## src/rtl/ssp_pkg.sv

```systemverilog
// Shared types and constants for the superpixel segment pooling block.
// No dependencies; every other file of the block imports this package.
package ssp_pkg;

  // Default number of segment cells in the chain.
  localparam int unsigned SSP_MAX_SEG = 64;

  // Field widths fixed by the interface.
  localparam int unsigned VAL_W   = 16;
  localparam int unsigned LBL_W   = 8;
  localparam int unsigned IDX_OUT_W = 6;
  localparam int unsigned NSEG_W  = 7;
  localparam int unsigned ACC_W   = 33;
  localparam int unsigned CNT_W   = 17;

  // Configuration port.
  localparam int unsigned APB_AW  = 3;
  localparam int unsigned APB_DW  = 32;

  // Register indexes.
  localparam logic REG_POOL_MODE = 1'b0;
  localparam logic REG_NUM_SEG   = 1'b1;

  // Pooling modes.
  localparam logic MODE_MAX = 1'b0;
  localparam logic MODE_AVG = 1'b1;

  // Q8.8 limits.
  localparam logic signed [VAL_W-1:0] VAL_MIN = 16'sh8000;
  localparam logic signed [VAL_W-1:0] VAL_MAX = 16'sh7FFF;

  // One pixel request.
  typedef struct packed {
    logic signed [VAL_W-1:0] pixel_value;
    logic [LBL_W-1:0]        superpixel_label;
    logic                    end_of_channel;
  } ssp_in_t;

  // One pooled result.
  typedef struct packed {
    logic [IDX_OUT_W-1:0]    label_index;
    logic signed [VAL_W-1:0] pooled_value;
    logic                    empty_segment;
    logic                    last_result;
  } ssp_out_t;

  // State held by one segment cell.
  typedef struct packed {
    logic signed [ACC_W-1:0] acc;
    logic [CNT_W-1:0]        cnt;
  } ssp_seg_t;

  // Control broadcast to every cell of the chain.
  typedef struct packed {
    logic upd;
    logic shift;
    logic clr;
    logic avg;
  } ssp_cell_ctl_t;

endpackage

```

## src/rtl/ssp_div.sv

```systemverilog
// Bit-serial restoring divider: unsigned sum magnitude over pixel count.
// One quotient bit per cycle. Uses ssp_pkg.
module ssp_div import ssp_pkg::*; (
  input  logic             clk_i,
  input  logic             rst_ni,
  input  logic             start_i,
  input  logic [ACC_W-1:0] dividend_i,
  input  logic [CNT_W-1:0] divisor_i,
  output logic             done_o,
  output logic [ACC_W-1:0] quot_o
);

  localparam int unsigned STEP_W = $clog2(ACC_W + 1);

  logic [ACC_W-1:0]  quot_q, quot_d;
  logic [CNT_W:0]    rem_q, rem_d;
  logic [CNT_W-1:0]  dvs_q;
  logic [STEP_W-1:0] step_q, step_d;
  logic              done_q, done_d;
  logic [CNT_W:0]    rem_sh;

  assign rem_sh = {rem_q[CNT_W-1:0], quot_q[ACC_W-1]};

  // One restoring step per cycle while steps remain.
  always_comb begin
    quot_d = quot_q;
    rem_d  = rem_q;
    step_d = step_q;
    done_d = 1'b0;
    if (start_i) begin
      quot_d = dividend_i;
      rem_d  = '0;
      step_d = STEP_W'(ACC_W);
    end else if (step_q != '0) begin
      if (rem_sh >= {1'b0, dvs_q}) begin
        rem_d  = rem_sh - {1'b0, dvs_q};
        quot_d = {quot_q[ACC_W-2:0], 1'b1};
      end else begin
        rem_d  = rem_sh;
        quot_d = {quot_q[ACC_W-2:0], 1'b0};
      end
      step_d = step_q - 1'b1;
      done_d = (step_q == STEP_W'(1));
    end
  end

  always_ff @(posedge clk_i or negedge rst_ni) begin
    if (!rst_ni) begin
      step_q <= '0;
      done_q <= 1'b0;
    end else begin
      step_q <= step_d;
      done_q <= done_d;
    end
  end

  always_ff @(posedge clk_i) begin
    quot_q <= quot_d;
    rem_q  <= rem_d;
    if (start_i) begin
      dvs_q <= divisor_i;
    end
  end

  assign done_o = done_q;
  assign quot_o = quot_q;

endmodule

```

## config.mk

```make
export PLATFORM = sky130hd
export DESIGN_NAME = ssp_div
export DESIGN_NICKNAME = d
export VERILOG_FILES = /design/src/rtl/ssp_pkg.sv /design/src/rtl/ssp_div.sv
export SDC_FILE = /design/constraint.sdc
export NUM_CORES = 1
export LEC_CHECK = 0
export BUFFER_PORTS_ARGS = -buffer_cell sky130_fd_sc_hd__buf_2
export CAP_MARGIN = 5
export CELL_PAD_IN_SITES_DETAIL_PLACEMENT = 2
export CELL_PAD_IN_SITES_GLOBAL_PLACEMENT = 2
export CORE_MARGIN = 2
export CORE_UTILIZATION = 38
export DETAILED_ROUTE_END_ITERATION = 10
export PLACE_DENSITY_LB_ADDON = 0.15
export SYNTH_ARGS = -nofsm -noshare
export SYNTH_HDL_FRONTEND = slang
export SYNTH_SLANG_ARGS = --single-unit
```

## constraint.sdc

```tcl
create_clock -name clk_i -period 5.9 [get_ports clk_i]
set_input_delay 0.885 -clock clk_i [delete_from_list [all_inputs] [get_ports clk_i]]
set_output_delay 0.885 -clock clk_i [all_outputs]
set_load 0.01 [all_outputs]
```

# After elaboration in Yosys (flattened, before gate mapping)
# Cells that the tools add are included.
dict set report totals {
  reg_bits 74
  out_inout_bits 34
}
dict set report classes {
  add_sub_neg 2
  n_lt_le_gt_ge 1
  n_eq_ne 1
  n_mux 8
  reduce_logical 2
}
# operator n
set op_table {}
lappend op_table {{two-way mux 33 bit} 2}
lappend op_table {{greater-or-equal comparator 18 x 17 -> 1 bit} 1}
lappend op_table {{two-way mux 17 bit} 1}
lappend op_table {{subtractor 17 bit} 1}
lappend op_table {{two-way mux 6 bit} 2}
lappend op_table {{equality test 6 x 1 -> 1 bit (second input constant)} 1}
lappend op_table {{nonzero test 6 bit} 1}
lappend op_table {{subtractor 6 x 1 -> 6 bit (second input constant)} 1}
lappend op_table {{two-way mux 1 bit} 3}
lappend op_table {{nonzero test 2 bit} 1}

# Depth between registers and ports, before layout
dict set report logic_depth {
  word_depth 4
  ltp_mapped 11
  mapped_depth_nobuf 10
}

# Worst setup path after synthesis
# Ideal clock, no wire load.
dict set report synth_path {
  path_type {register to register}
  from {register quot_q[32], in the netlist quot_o[32]}
  to {register quot_q[0], in the netlist quot_o[0], data pin}
  setup_time_ps 260
  arrival_ps 2265
  t_required_ps 5640
  path_slack_ps 3375
  path_stages_with_launch 11
  path_cell_list {edfxtp_1 inv_1 ha_1 inv_1 fa_1 a211oi_1 o21a_1 a211o_1 o211ai_2 buf_6 mux2_2}
}
dict set report synth_via {
  elab_chain_cells 4
}
# item line
set synth_lines {}
lappend synth_lines {{start, declared} ssp_div.sv:15} ;# logic [ACC_W-1:0] quot_q, quot_d;
lappend synth_lines {{start signal, assigned} ssp_div.sv:58} ;# quot_q <= quot_d;
lappend synth_lines {{greater-or-equal comparator 18 x 17 -> 1 bit} ssp_div.sv:35} ;# if (rem_sh >= {1'b0, dvs_q}) begin
lappend synth_lines {{two-way mux 1 bit} ssp_div.sv:35}
lappend synth_lines {{two-way mux 33 bit} ssp_div.sv:34} ;# end else if (step_q != '0) begin
lappend synth_lines {{two-way mux 33 bit} ssp_div.sv:30} ;# if (start_i) begin
lappend synth_lines {{via quot_d[0]} ssp_div.sv:15}
# The timed path passes the listed nets, and every way through them passes these cells. The select of a mux whose other input is x is not followed.
# A chain may end at the register's enable or synchronous reset.

# Worst setup path in the final report
# Same ends and word-level chain as after synthesis.

==> summary.md <==
| Metric | Value |
|---|---|
| Status | `finished, final reports clean` |
| Ys async rst share | `about a tenth` |
| Final setup viols | `0` |
| Period utilisation layout | `between 50 and 60%` |
| Max-slew headroom | `around a quarter` |
| CTS tree | `done` |
| WL/cell | `between 15 and 20 um` |
| Max-slew violations | `0` |
| Clock Power Share | `between 20% and 30%` |
| Clock sinks | `74` |
| CP Class | `reg2reg` |
| Tmin final | `3133 ps` |
| Setup WS post-layout | `roughly 2800 ps` |
| Worst Path Max Fanout | `20` |
| Area growth from synthesis to layout | `18.97%` |
| Pwr Total | `around 1.8 mW` |
| Vias per cell | `approximately 5.3` |
| Num CTS Buffers | `9` |
| Most frequent cells in the layout | `buf_2, edfxtp_1, mux2_2` |
| Die height | `between 100 and 150 um` |
| Layout cell share with drive strength beyond 1 | `a little over a third` |
| First drt pass iteration count | `4` |
| Seq cells post-synth | `74` |
| Vias post-DR | `just under 3000` |
| Internal power | `~1.2 mW` |
| Vias in the first global route | `around 3300` |
| Leakage | `1.950 nW` |
| RSZ-0062 raised after global routing | `no` |
| Worst EP required | `~6000 ps` |
| Initial DRC Count | `101` |
| Port bufs | `86` |
| H-tree depth | `3` |
| Clk_skew | `9.778 ps` |
| Critical Path Start Type | `flip-flop` |
| Seq/Total Area, Yosys | `a little over half` |
| First-pass GRT wire length | `17280 um` |
| # Post-CTS Setup Buffers | `0` |
| Worst Hold Class | `in2async` |
| Diodes inserted | `0` |
| Sum Neg Setup Slack | `0 ps` |
| CP arrival | `between 3000 and 4000 ps` |
| Mapped Nets | `around 400` |
| Worst Tran Pin Value | `about 1100 ps` |
| Grt ovf | `0` |
| MaxCap Viol Count | `0` |
| Worst-skew pair later-pin latency | `~350 ps` |
| Sequential power share | `between 30% and 40%` |
| Largest net degree at the start of global routing | `between 50 and 60` |
| Most common cell after layout, fill and taps aside | `buf_2` |
| Pre-CTS setup slack | `2623 ps` |
| Power per standard cell area | `~400 nW/um2` |
| CTS root buf | `clkbuf_8` |
| Routed wire length | `10510 um` |
| Fill count | `around 1100` |
| Die W | `~100 um` |
| Post-synth EDFFs | `50` |
| Routability cong. | `0.7720` |
| Gate power share | `a little under two fifths` |
| Total GRT Usage | `20.06%` |
| Ys flop type | `edfxtp_1` |
| Post-Syn Area | `roughly 3900 um2` |
| Row cnt | `36` |
| Residual DRC count | `0` |
| Ys Warns | `0` |
| Net switching power | `about 0.67 mW` |
| Antenna violations before repair | `1` |
| Post-CTS Resized | `0` |
| Core area | `between 9000 and 10000 um2` |
| Clock slew at reported path FFs | `approximately 80 ps` |
| Final ANT Viol Nets | `0` |
| VDD IR max | `0.1412 mV` |
| Mapped Cells | `around 320` |
| HPWL Detailed | `7907 um` |
| Distinct cells, synth | `49` |
| Endpoints failing hold | `0` |
| Full die area | `11010 um2` |
| Max Freq | `~320 MHz` |
| Setup crit end kind | `flip-flop` |
| I/O pin cnt | `slightly below 90` |
| Switching portion of total power | `36.19%` |
| Initial Util | `39.44%` |
| Nets | `just under 500` |
| Buffer depth of the longest clock path | `2` |
| Mean Syn Cell Area | `around 12 um2` |
| Post-cts hold buffer count | `0` |
Yosys cell counts (all sizes together), types with 8 or more instances:
cell type | n | area share [%]
a21oi | 18 | 2.5
dfxtp | 17 | 8.8
edfxtp | 50 | 39
ha | 19 | 6.1
inv | 22 | 2.1
mux2 | 33 | 9.6
mux2i | 11 | 2.8
nand2 | 27 | 2.7
nor2 | 8 | 0.78
o21ai | 24 | 3.2
xnor2 | 10 | 2.3
xor2 | 8 | 1.8
kinds of logic (layout without fill, tap and decap cells):
group | count (synthesis) | count (layout) | share of synthesized area, %
buffers and inverters | 34 | 126 | 4.459
multiplexers | 44 | 44 | 12.44
flip-flops | 74 | 74 | 52.08
adder cells (fa/ha/maj) | 20 | 20 | 6.656
AO/OA/AOI/OAI | 77 | 77 | 13.22
AND/OR/NAND/NOR | 55 | 55 | 7.076
XOR/XNOR | 18 | 18 | 4.071
state kept, by name, indices dropped and copies added (netlist names):
| register | count |
|---|---|
| dvs_q | 17 |
| rem_q | 17 |
| quot_o | 33 |
| step_q | 6 |
| done_o | 1 |
power groups by stage:
| stage | sequential (mW) | combinational (mW) | clock (mW) |
|---|---|---|---|
| floorplan | 0.734 | 0.498 | 0 |
| global placement | 0.736 | 0.657 | 0 |
| detailed placement | 0.742 | 0.691 | 0 |
| CTS | 0.733 | 0.698 | 0.438 |
| global route | 0.748 | 0.764 | 0.457 |
| finish | 0.731 | 0.690 | 0.422 |
layout make-up:
| cell class | instances | area (um2) | area share [%] |
|---|---|---|---|
| Clock buffer | 11 | 152.6 | 3.313 |
| Sequential cell | 74 | 2017 | 43.78 |
| Timing Repair Buffer | 88 | 445.4 | 9.669 |
| Inverter | 22 | 82.58 | 1.793 |
| Multi-Input combinational cell | 214 | 1683 | 36.53 |
| Tap cell | 133 | 166.4 | 3.612 |
| Clock inverter | 5 | 60.06 | 1.304 |
layer usage:
metal  global-route usage (%)  up-vias  share of wire, %
met5                        0        -             0.076
met4                    5.429        2               1.0
met3                    4.429       11               4.4
met2                    36.13       64                52
met1                    24.02     1457                42
li1                         -     1357                 -
path summary, 6_finish.rpt:
check	slack [ps]	startpoint	endpoint	cells after the start
worst min-delay path	360	rst_ni	done_o	1
worst max-delay path	2770	quot_o[32]	quot_o[0]	9
worst min register to register	490	rem_q[4]	rem_q[4]	2
max in group asynchronous	5360	rst_ni	step_q[3]	1
min in group clk_i	490	rem_q[4]	rem_q[4]	2
worst max register to register	2770	quot_o[32]	quot_o[0]	9
metrics by stage:
step,hold WS (ps),instance area (um2),instances,util (%)
after floorplan,445.1,3872,322,-
after global placement,469.6,4394,531,44.75
after detailed placement,475.3,4394,531,44.75
after CTS,348.0,4607,547,46.92
after global routing,355.0,4607,547,46.92
final,365.0,4607,547,46.92
worst max-delay path: stages, from the launching register on:
cell and delay, ps:
edfxtp_1 390, inv_1 90, ha_1 170, inv_1 50, fa_1 420, a211oi_1 380
o21a_1 260, a211o_1 170, o211ai_2 460, mux2_2 480
Note: power is estimated with default switching activity, not from simulation.
