--- src/rtl/ssp_pkg.sv ---
// Shared types and constants for the superpixel segment pooling block.
// No dependencies; every other file of the block imports this package.
package ssp_pkg;

  // Default number of segment cells in the chain.
  localparam int unsigned SSP_MAX_SEG = 64;

  // Field widths fixed by the interface.
  localparam int unsigned VAL_W   = 16;
  localparam int unsigned LBL_W   = 8;
  localparam int unsigned IDX_OUT_W = 6;
  localparam int unsigned NSEG_W  = 7;
  localparam int unsigned ACC_W   = 33;
  localparam int unsigned CNT_W   = 17;

  // Configuration port.
  localparam int unsigned APB_AW  = 3;
  localparam int unsigned APB_DW  = 32;

  // Register indexes.
  localparam logic REG_POOL_MODE = 1'b0;
  localparam logic REG_NUM_SEG   = 1'b1;

  // Pooling modes.
  localparam logic MODE_MAX = 1'b0;
  localparam logic MODE_AVG = 1'b1;

  // Q8.8 limits.
  localparam logic signed [VAL_W-1:0] VAL_MIN = 16'sh8000;
  localparam logic signed [VAL_W-1:0] VAL_MAX = 16'sh7FFF;

  // One pixel request.
  typedef struct packed {
    logic signed [VAL_W-1:0] pixel_value;
    logic [LBL_W-1:0]        superpixel_label;
    logic                    end_of_channel;
  } ssp_in_t;

  // One pooled result.
  typedef struct packed {
    logic [IDX_OUT_W-1:0]    label_index;
    logic signed [VAL_W-1:0] pooled_value;
    logic                    empty_segment;
    logic                    last_result;
  } ssp_out_t;

  // State held by one segment cell.
  typedef struct packed {
    logic signed [ACC_W-1:0] acc;
    logic [CNT_W-1:0]        cnt;
  } ssp_seg_t;

  // Control broadcast to every cell of the chain.
  typedef struct packed {
    logic upd;
    logic shift;
    logic clr;
    logic avg;
  } ssp_cell_ctl_t;

endpackage

--- src/rtl/ssp_cell.sv ---
// One segment cell: running max or saturating sum and count for one label.
// During emission the cell takes its neighbor's contents. Uses ssp_pkg.
module ssp_cell import ssp_pkg::*; #(
  parameter int unsigned CELL_ID = 0
) (
  input  logic                    clk_i,
  input  logic                    rst_ni,
  input  ssp_cell_ctl_t           ctl_i,
  input  logic signed [VAL_W-1:0] value_i,
  input  logic [LBL_W-1:0]        label_i,
  input  ssp_seg_t                next_i,
  output ssp_seg_t                seg_o
);

  ssp_seg_t seg_q, seg_d;
  logic hit;
  logic signed [ACC_W:0] sum;
  logic signed [ACC_W-1:0] val_ext;

  assign hit     = ctl_i.upd && (label_i == LBL_W'(CELL_ID));
  assign val_ext = ACC_W'(value_i);
  assign sum     = {seg_q.acc[ACC_W-1], seg_q.acc} + (ACC_W+1)'(value_i);

  // Next contents: clear, shift from the neighbor, or absorb a pixel.
  always_comb begin
    seg_d = seg_q;
    if (ctl_i.clr) begin
      seg_d = '0;
    end else if (ctl_i.shift) begin
      seg_d = next_i;
    end else if (hit) begin
      if (ctl_i.avg) begin
        if (sum[ACC_W] != sum[ACC_W-1]) begin
          seg_d.acc = sum[ACC_W] ? {1'b1, {(ACC_W-1){1'b0}}} : {1'b0, {(ACC_W-1){1'b1}}};
        end else begin
          seg_d.acc = sum[ACC_W-1:0];
        end
      end else if ((seg_q.cnt == '0) || (val_ext > seg_q.acc)) begin
        seg_d.acc = val_ext;
      end
      if (seg_q.cnt != '1) begin
        seg_d.cnt = seg_q.cnt + 1'b1;
      end
    end
  end

  always_ff @(posedge clk_i or negedge rst_ni) begin
    if (!rst_ni) begin
      seg_q <= '0;
    end else begin
      seg_q <= seg_d;
    end
  end

  assign seg_o = seg_q;

endmodule

--- config.mk ---
export PLATFORM = sky130hd
export DESIGN_NAME = ssp_cell
export DESIGN_NICKNAME = d
export VERILOG_FILES = /design/src/rtl/ssp_pkg.sv /design/src/rtl/ssp_cell.sv
export SDC_FILE = /design/constraint.sdc
export NUM_CORES = 1
export LEC_CHECK = 0
export BUFFER_PORTS_ARGS = -buffer_cell sky130_fd_sc_hd__buf_4
export CAP_MARGIN = 20
export CELL_PAD_IN_SITES_DETAIL_PLACEMENT = 1
export CELL_PAD_IN_SITES_GLOBAL_PLACEMENT = 1
export CORE_MARGIN = 2
export CORE_UTILIZATION = 44
export DETAILED_ROUTE_END_ITERATION = 12
export HOLD_SLACK_MARGIN = 0.05
export PLACE_DENSITY_LB_ADDON = 0.12
export RECOVER_POWER = 100
export SLEW_MARGIN = 20
export SYNTH_ARGS = -nofsm -noshare
export SYNTH_HDL_FRONTEND = slang
export SYNTH_SLANG_ARGS = --single-unit
export TNS_END_PERCENT = 1
--- constraint.sdc ---
create_clock -name clk_i -period 7.45 [get_ports clk_i]
set_input_delay 1.49 -clock clk_i [delete_from_list [all_inputs] [get_ports clk_i]]
set_output_delay 1.49 -clock clk_i [all_outputs]
set_load 0.02 [all_outputs]
=== Word-level counts from Yosys, hierarchy flattened ===
Cells that the tools add are included.

* Register bits after elaboration: 50
* Bits in latches: 0
* Bits in writable memories: 0
* Bits in read-only memories: 0
* Output and inout port bits: 50
* Logic and storage cells: 24
* Memories: 0

* Add/sub/neg operators: 2
* $mul: 0
* Div/mod/pow operators: 0
* $lt $le $gt $ge: 1
* Equal/unequal tests: 2
* Shift operators: 0
* Multiplexer cells: 8
* Bitwise operators: 0
* Reductions and logical operators: 9

{| class="wikitable"
|+ Operators with widths
! kind !! count
|-
| $mux W50 || 3
|-
| $mux W33 || 4
|-
| $add A33 B16 Y34 || 1
|-
| $gt A16 B33 Y1 || 1
|-
| $add A17 B1 Y17 const B || 1
|-
| $logic_not A17 Y1 || 1
|-
| $mux W17 || 1
|-
| $ne A17 B17 Y1 const B || 1
|-
| $logic_not A8 Y1 || 1
|-
| $reduce_bool A3 Y1 || 2
|-
| $reduce_and A2 Y1 || 2
|-
| $reduce_bool A4 Y1 || 1
|-
| $logic_and A1 B1 Y1 || 1
|-
| $logic_or A1 B1 Y1 || 1
|-
| $ne A1 B1 Y1 || 1
|}

=== Depth between registers and ports, before layout ===
Gate-level depths: netlist (run 1).

* Depth after elaboration: 7
* Mapped depth: 14
* Mapped depth without buffers: 13

=== Worst setup path before layout (run 1) ===
No wires, ideal clock.

* Kind: input to register
* Start: input port value_i[15]
* End: register seg_q (netlist bit seg_o[34])
* Data arrival time: 4212 ps
* Data required time: 7382 ps
* Slack: 3170 ps
* Stages: 12
* Cell sequence: ha_1 -> buf_6 -> or4_4 -> or4_4 -> nor2_1 -> o21ai_2 -> o21ai_1 -> a2bb2oi_4 -> o31ai_4 -> a211oi_2 -> buf_4 -> a32o_1

* Longest elaborated chain between the ends: 7
* Elaborated cells between the ends (all ways): 13
* Those cells by class: 1 x add/sub; 1 x order compare; 1 x eq/ne; 7 x mux; 3 x reduce/logical

{| class="wikitable"
|+ RTL lines
! item !! RTL line !! source
|-
| from (decl) || ssp_cell.sv:9 || <nowiki>input logic signed [VAL_W-1:0] value_i,</nowiki>
|-
| $add A33 B16 Y34 || ssp_cell.sv:22 || <nowiki>assign sum = {seg_q.acc[ACC_W-1], seg_q.acc} + (ACC_W+1)'(value_i);</nowiki>
|-
| $mux W33 or $ne A1 B1 Y1 (tied branches) || ssp_cell.sv:34, ssp_cell.sv:33 ||
|-
| $mux W33 || ssp_cell.sv:33 || <nowiki>if (sum[ACC_W] != sum[ACC_W-1]) begin</nowiki>
|-
| $mux W33 || ssp_cell.sv:32 || <nowiki>if (ctl_i.avg) begin</nowiki>
|-
| $mux W50 || ssp_cell.sv:31 || <nowiki>end else if (hit) begin</nowiki>
|-
| $mux W50 || ssp_cell.sv:29 || <nowiki>end else if (ctl_i.shift) begin</nowiki>
|-
| $mux W50 || ssp_cell.sv:27 || <nowiki>if (ctl_i.clr) begin</nowiki>
|-
| to (signal assigned) || ssp_cell.sv:51 || <nowiki>seg_q <= seg_d;</nowiki>
|-
| to (decl) || ssp_cell.sv:15 || <nowiki>ssp_seg_t seg_q, seg_d;</nowiki>
|}

Several ways; a longest one is shown, not always the timed one. The select of a mux whose other input is x is not followed.
A chain may end at the register's enable or synchronous reset.

=== Worst setup path in the final report (run 1) ===
Ends and elaborated chain as after synthesis.

==> results of run 1 <==
[cell families (layout without fill, tap and decap cells)]
kind of cell	count (synthesis)	after routing	share of synthesized area, %
flops	50	50	21.46
compound gates	237	237	30.11
fa+ha+maj	70	70	15.15
buf+inv	106	207	7.167
simple gates	224	224	19.68
xor+xnor	37	37	5.558
mux	5	5	0.8798
[where the power goes]
group	total (mW)	leakage [nW]	internal (mW)	switching [mW]
clock network	0.282	0.0844	0.161	0.121
registers	0.346	0.653	0.303	0.0429
logic	0.706	2.25	0.261	0.444
total	1.33	2.99	0.725	0.608
[layout by cell type (no fill, tap or decap), types with 18 or more instances in the layout]
master,instances
nand2_1,24
a21oi_1,56
o21ai_0,22
nand3_1,20
ha_1,69
nor2_1,75
inv_1,65
nand2b_1,20
o21a_1,18
nor3_1,18
xnor2_1,24
clkbuf_1,51
dfrtp_1,50
buf_4,79
[per-stage QoR]
stage / instances / hold WS [ns]
3_5_place_dp: 998 / 0.5372
5_1_grt: 1006 / 0.6033
3_3_place_gp: 998 / 0.5303
4_1_cts: 1006 / 0.5527
2_1_floorplan: 729 / 0.6369
6_report: 1006 / 0.5516
[worst max-delay path, stage by stage]
cell and delay (ns):
buf_4 0.40, ha_1 0.42, or4_1 0.60, or4_1 0.48, nor2_1 0.18, a211oi_1 0.11, a21oi_1 0.47, o31ai_4 0.29
a211oi_1 1.50, a32o_1 0.33
[worst max-delay path by stage]
stage	end	cells after the start	slack [ns]	start
3_5_place_dp	seg_o[34]	10	1.87	value_i[15]
4_1_cts	seg_o[34]	10	2.19	value_i[15]
2_1_floorplan	seg_o[34]	12	3.17	value_i[15]
3_3_place_gp	seg_o[48]	10	1.93	value_i[15]
6_report	seg_o[34]	10	1.38	value_i[15]
5_1_grt	seg_o[31]	10	0.98	value_i[15]
[routing by layer]
layer  up-vias  GRT usage, %  routed length (um)
met4         0         8.780                 611
met3        42         4.023                1093
met5         -             0                   0
li1       2876             -                   -
met1      2983         37.18                8692
met2       179         50.97               10210
[area by class of cell]
| class | count | area [um2] |
|---|---|---|
| inverter | 68 | 255.2 |
| timing repair buffer | 131 | 792.0 |
| fill | 1626 | 6248 |
| sequential | 50 | 1251 |
| clock buffer | 5 | 125.1 |
| clock inverter | 3 | 47.55 |
| tap | 176 | 220.2 |
| multi-input combinational | 573 | 4145 |
==> flow_metrics.tcl, run 1 <==
set metrics [dict create \
    status "complete, but fails checks" \
    violations "max-capacitance violations, max-slew violations" \
    cts_sinks 50 \
    post-cts-setup-buffer-count 0 \
    r2r_end "seg_o[34]" \
    root_buffer "clkbuf_16" \
    drc 0 \
    hold_end "seg_o[39]" \
    ys_async_sr_fraction_pct 100.0 \
    cts_tree "yes" \
    fin_util_pct 52.25 \
    holdCritStartpoint "seg_o[39]" \
    post-dp-hpwl_mm 15.69 \
    critical_path_class "input port to flip-flop" \
    synth.most_common_cell "nor2_1" \
    ys_types 75 \
    hold_path.class "flip-flop to flip-flop" \
    antenna_left 0 \
    finalHoldViolations 0 \
    fin_ws_ns 1.378 \
    yosys_warnings 0 \
    drtIter0Drc 331 \
    netlist_top_cells_count "nor2_1 (75), ha_1 (69), inv_1 (65)" \
    dr.pass1.iters 4 \
    htreeDepth 2 \
    rows 42 \
    post_cts_resize_count 0 \
    layout-area-overhead-vs-synth_pct 17.25 \
    routedWlPerCell_um 20.49 \
    dieArea_um2 14190 \
    final_cell_area_um2 6837 \
    rsz0062_at_grt "false" \
    clk_latency_ns 0.31 \
    grt_usage_pct 29.14 \
    leakage_nw 2.986 \
    clock_path_buffers 2 \
    skew_ns 0.007437 \
    grt_pass1_vias 6196 \
    place_ws_ns 1.866 \
    worstMarginPinSlew_ns 3.009 \
    synth_edf_count 0 \
    holdPathStages 1 \
    critPathMaxFanout 38 \
    grt_pass1_wl_mm 33.06 \
    worstPathArrival_ns 6.30 \
    maxSlewHeadroom_pct -100.6 \
    vias 6080 \
    cts_hold_buf 0 \
    r2r-start "seg_o[45]" \
    synth.area.top_cells "dfrtp_1 (21%), ha_1 (15%), nor2_1 (4.8%), a21oi_1 (4.8%), inv_1 (4.2%)" \
    core_area_um2 13090 \
    final_nets 979 \
    n_antenna_cell 0 \
    vias_per_cell 6.044 \
    io_buffers 129 \
    final.period_utilization_pct 81.50 \
    ios 130 \
    r2r.worst_path.cells 10 \
    r2r_setup_slack_ns 2.52 \
    initial_core_util_pct 44.56 \
    routed_wl_mm 20.61 \
    total_power_mw 1.334 \
    synth_area_leader_cell "dfrtp_1" \
    netlist.area_leader.share_pct 21.46 \
    power.density_nw_per_um2 195.1 \
    max_cap_viol_count 3 \
    synth_ff_type "dfrtp_1" \
    largest_reg_flops 50 \
    die_w_um 119.1 \
    drive_gt1_share_pct 11.57 \
    gp_congestion 0.9589 \
    cts_buffers 5 \
    tns_ns 0 \
    cp-end-kind "flip-flop" \
    antenna_found_initial 0 \
    synthCells 729 \
    path_clk_slew_ns 0.07 \
    synth_area_um2 5831 \
    ys_seq_area_share_pct 21.46 \
    slew_violations 77 \
    finalSetupViolCount 0 \
    synth_nets 879 \
    postPlaceCellArea_um2 6872 \
    ys_seq_elements 50 \
    start_kind "input port" \
    grt_max_degree 51 \
    fp.dieH_um 119.1 \
    maxClockFrequency_ghz 0.1647 \
    avgSynthCellArea_um2 7.998 \
    vdd_drop_max_v 0.00009461 \
    crit_required_ns 7.68 \
    period_minus_slack_ns 6.072 \
    grt_overflow 0 \
]
Note: power is estimated with default switching activity, not from simulation.
==> run 2: changes to the inputs <==
--- a/config.mk
+++ b/config.mk
@@ -5,12 +5,13 @@
 export SDC_FILE = /design/constraint.sdc
 export NUM_CORES = 1
 export LEC_CHECK = 0
+export ABC_AREA = 1
 export BUFFER_PORTS_ARGS = -buffer_cell sky130_fd_sc_hd__buf_4
 export CAP_MARGIN = 20
 export CELL_PAD_IN_SITES_DETAIL_PLACEMENT = 1
 export CELL_PAD_IN_SITES_GLOBAL_PLACEMENT = 1
 export CORE_MARGIN = 2
-export CORE_UTILIZATION = 44
+export CORE_UTILIZATION = 39
 export DETAILED_ROUTE_END_ITERATION = 12
 export HOLD_SLACK_MARGIN = 0.05
 export PLACE_DENSITY_LB_ADDON = 0.12
==> constraint.sdc (replaced) <==
create_clock -name clk_i -period 6.3 [get_ports clk_i]
set_input_delay 1.26 -clock clk_i [delete_from_list [all_inputs] [get_ports clk_i]]
set_output_delay 1.26 -clock clk_i [all_outputs]
set_load 0.02 [all_outputs]
==> run 2 against run 1 <==
Against the previous run:
- the run still ends with max-capacitance violations, max-slew violations left
- setup slack better by 0.31 ns
- core utilization is 5.7 points lower
- global-route usage is 4.8 points lower
- via count is 16% higher
- clock skew is 0.0013 ns lower
- total power is 19% higher
- synthesized cell count is 47% higher
- sequential power is 18% higher
- non-clock buffer count is 1 lower
- combinational power is 24% higher
==> flow_metrics.tcl, run 2 <==
set metrics [dict create \
    status "complete, but fails checks" \
    violations "max-capacitance violations, max-slew violations" \
    postPlaceCellArea_um2 7522 \
    r2r_setup_slack_ns 2.50 \
    layout-area-overhead-vs-synth_pct 15.55 \
    start_kind "input port" \
    dp_cells 1392 \
    avgSynthCellArea_um2 6.017 \
    tns_ns 0 \
    rows 46 \
    n_antenna_cell 0 \
    post_cts_resize_count 0 \
    synthCells 1071 \
    vias_per_cell 5.025 \
    hold_path.class "flip-flop to flip-flop" \
    root_buffer "clkbuf_16" \
    maxSlewHeadroom_pct -99.28 \
    fin_util_pct 46.54 \
    grt_busiest_layer "met2" \
    drive_gt1_share_pct 9.544 \
    initial_core_util_pct 40.27 \
    grt_overflow 0 \
    synth.most_common_cell "nand2_1" \
    netlist_top_cells_count "nand2_1 (370), nor2_1 (144), inv_1 (139)" \
    final_nets 1333 \
    clk_latency_ns 0.31 \
    maxClockFrequency_ghz 0.2169 \
    nFillCells 2339 \
    post-dp-hpwl_mm 16.63 \
    cp-end-kind "flip-flop" \
    htreeDepth 2 \
    routed_wl_mm 21.01 \
    worstPathArrival_ns 4.87 \
    holdPathStages 2 \
    slew_violations 85 \
    cts_tree "yes" \
    netlist.area_leader.share_pct 21.55 \
    r2r_end "seg_o[18]" \
    antenna_left 0 \
    final_cell_mix "nand2_1 (371), nor2_1 (146), inv_1 (139)" \
    grt_max_degree 51 \
    skew_ns 0.006161 \
    finalHoldViolations 0 \
    ys_types 46 \
    synth_ff_type "dfrtp_1" \
    period_minus_slack_ns 4.611 \
    synth_area_leader_cell "nand2_1" \
    dieArea_um2 17570 \
    final.period_utilization_pct 73.18 \
    clock_path_buffers 2 \
    path_clk_slew_ns 0.08 \
    hold_end "seg_o[27]" \
    yosys_warnings 0 \
    fin_ws_ns 1.689 \
    power.density_nw_per_um2 214.0 \
    holdWs_ns 0.5463 \
    stdcell_count 1400 \
    vdd_drop_max_v 0.0001134 \
    final_cell_area_um2 7446 \
    gp_congestion 0.8981 \
    cts_hold_buf 0 \
    crit_required_ns 6.56 \
    final_common_cell "nand2_1" \
    fp.dieH_um 132.5 \
    cts_sinks 50 \
    die_w_um 132.5 \
    grt_usage_pct 24.31 \
    post-cts-setup-buffer-count 0 \
    finalSetupViolCount 0 \
    vias 7035 \
    drc 0 \
    holdCritStartpoint "seg_o[27]" \
    io_buffers 129 \
    ys_seq_area_share_pct 19.42 \
    rsz0062_at_grt "false" \
    r2r-start "seg_o[41]" \
    grt_pass1_vias 7251 \
    critical_path_class "input port to flip-flop" \
    core_area_um2 16000 \
    max_cap_viol_count 2 \
    worstMarginPinSlew_ns 2.989 \
    synth.area.top_cells "nand2_1 (22%), dfrtp_1 (19%), ha_1 (13%), nor2_1 (8.4%), inv_1 (8.1%)" \
    place_ws_ns 2.126 \
    antenna_found_initial 0 \
    use_met3_pct 3.716 \
    grt_pass1_wl_mm 35.15 \
    synth_area_um2 6444 \
    r2r.worst_path.cells 16 \
    routedWlPerCell_um 15.01 \
    critPathMaxFanout 37 \
    synth_nets 1221 \
    ys_seq_elements 50 \
    grt_use_met2_pct 43.09 \
    grtUsageMet1_pct 31.14 \
    synth_edf_count 0 \
    cts_buffers 5 \
    ios 130 \
    total_power_mw 1.593 \
    drtIter0Drc 225 \
    largest_reg_flops 50 \
    dr.pass1.iters 4 \
    leakage_nw 4.075 \
    ys_async_sr_fraction_pct 100.0 \
]
## run 2: changes by cell type in the layout (fill, tap and decap cells not counted), sizes merged, moves of 11 or more
cell / change
o2bb2ai: -11
o221a: -12
xor2: +23
nand3: +18
nor2b: -14
nor2: +75
xnor2: -24
inv: +78
nand2: +359
nand2b: -19
o21a: -17
## run 2: critical path, stage by stage
cell	delay [ns]
buf_4	0.25
ha_1	0.48
nand2_2	0.08
nor2_1	0.16
nand3_1	0.17
nor3_1	0.23
o21ai_0	0.17
nand3_1	0.12
nand2_1	0.05
nand3_1	0.08
nand2_2	0.05
nand2_1	0.11
nand3_1	1.06
nor2_1	0.42
nand2_1	0.09
nand2_1	0.06
## run 2: cells by family after synthesis
| group | after synthesis | synth area share, % |
|---|---|---|
| AND/OR/NAND/NOR | 610 | 38.99 |
| buffers and inverters | 171 | 11.11 |
| AO/OA/AOI/OAI | 132 | 11.57 |
| adder cells (fa/ha/maj) | 70 | 13.71 |
| flip-flops | 50 | 19.42 |
| XOR/XNOR | 36 | 4.893 |
| multiplexers | 2 | 0.3107 |
## run 2: layout make-up
type,count,area [um2],area share (%)
clock inverters,3,28.78,0.3865
inverters,146,548.0,7.360
clock buffers,5,125.1,1.680
flip-flops and latches,50,1251,16.80
repair buffers,130,780.7,10.49
well taps,216,270.3,3.630
multi-input cells,850,4442,59.65
## run 2: power by group
part | total (mW) | switching [mW] | internal (mW)
Combinational | 0.876 | 0.584 | 0.292
Clock | 0.309 | 0.155 | 0.153
Sequential | 0.409 | 0.0488 | 0.360
Total | 1.59 | 0.788 | 0.806
## run 2: worst max path at each step
stage / to / cells past startpoint / startpoint
3_5_place_dp: seg_o[25] / 17 / value_i[15]
6_report: seg_o[18] / 16 / value_i[15]
2_1_floorplan: seg_o[44] / 19 / value_i[0]
3_3_place_gp: seg_o[48] / 17 / value_i[15]
5_1_grt: seg_o[27] / 16 / value_i[15]
4_1_cts: seg_o[25] / 17 / value_i[15]
## run 2: routing by layer
metal	share of wire [%]	wire length [um]
met4	1.4	293
met3	4.2	880
met1	46	9740
met5	0	0
met2	48	10100
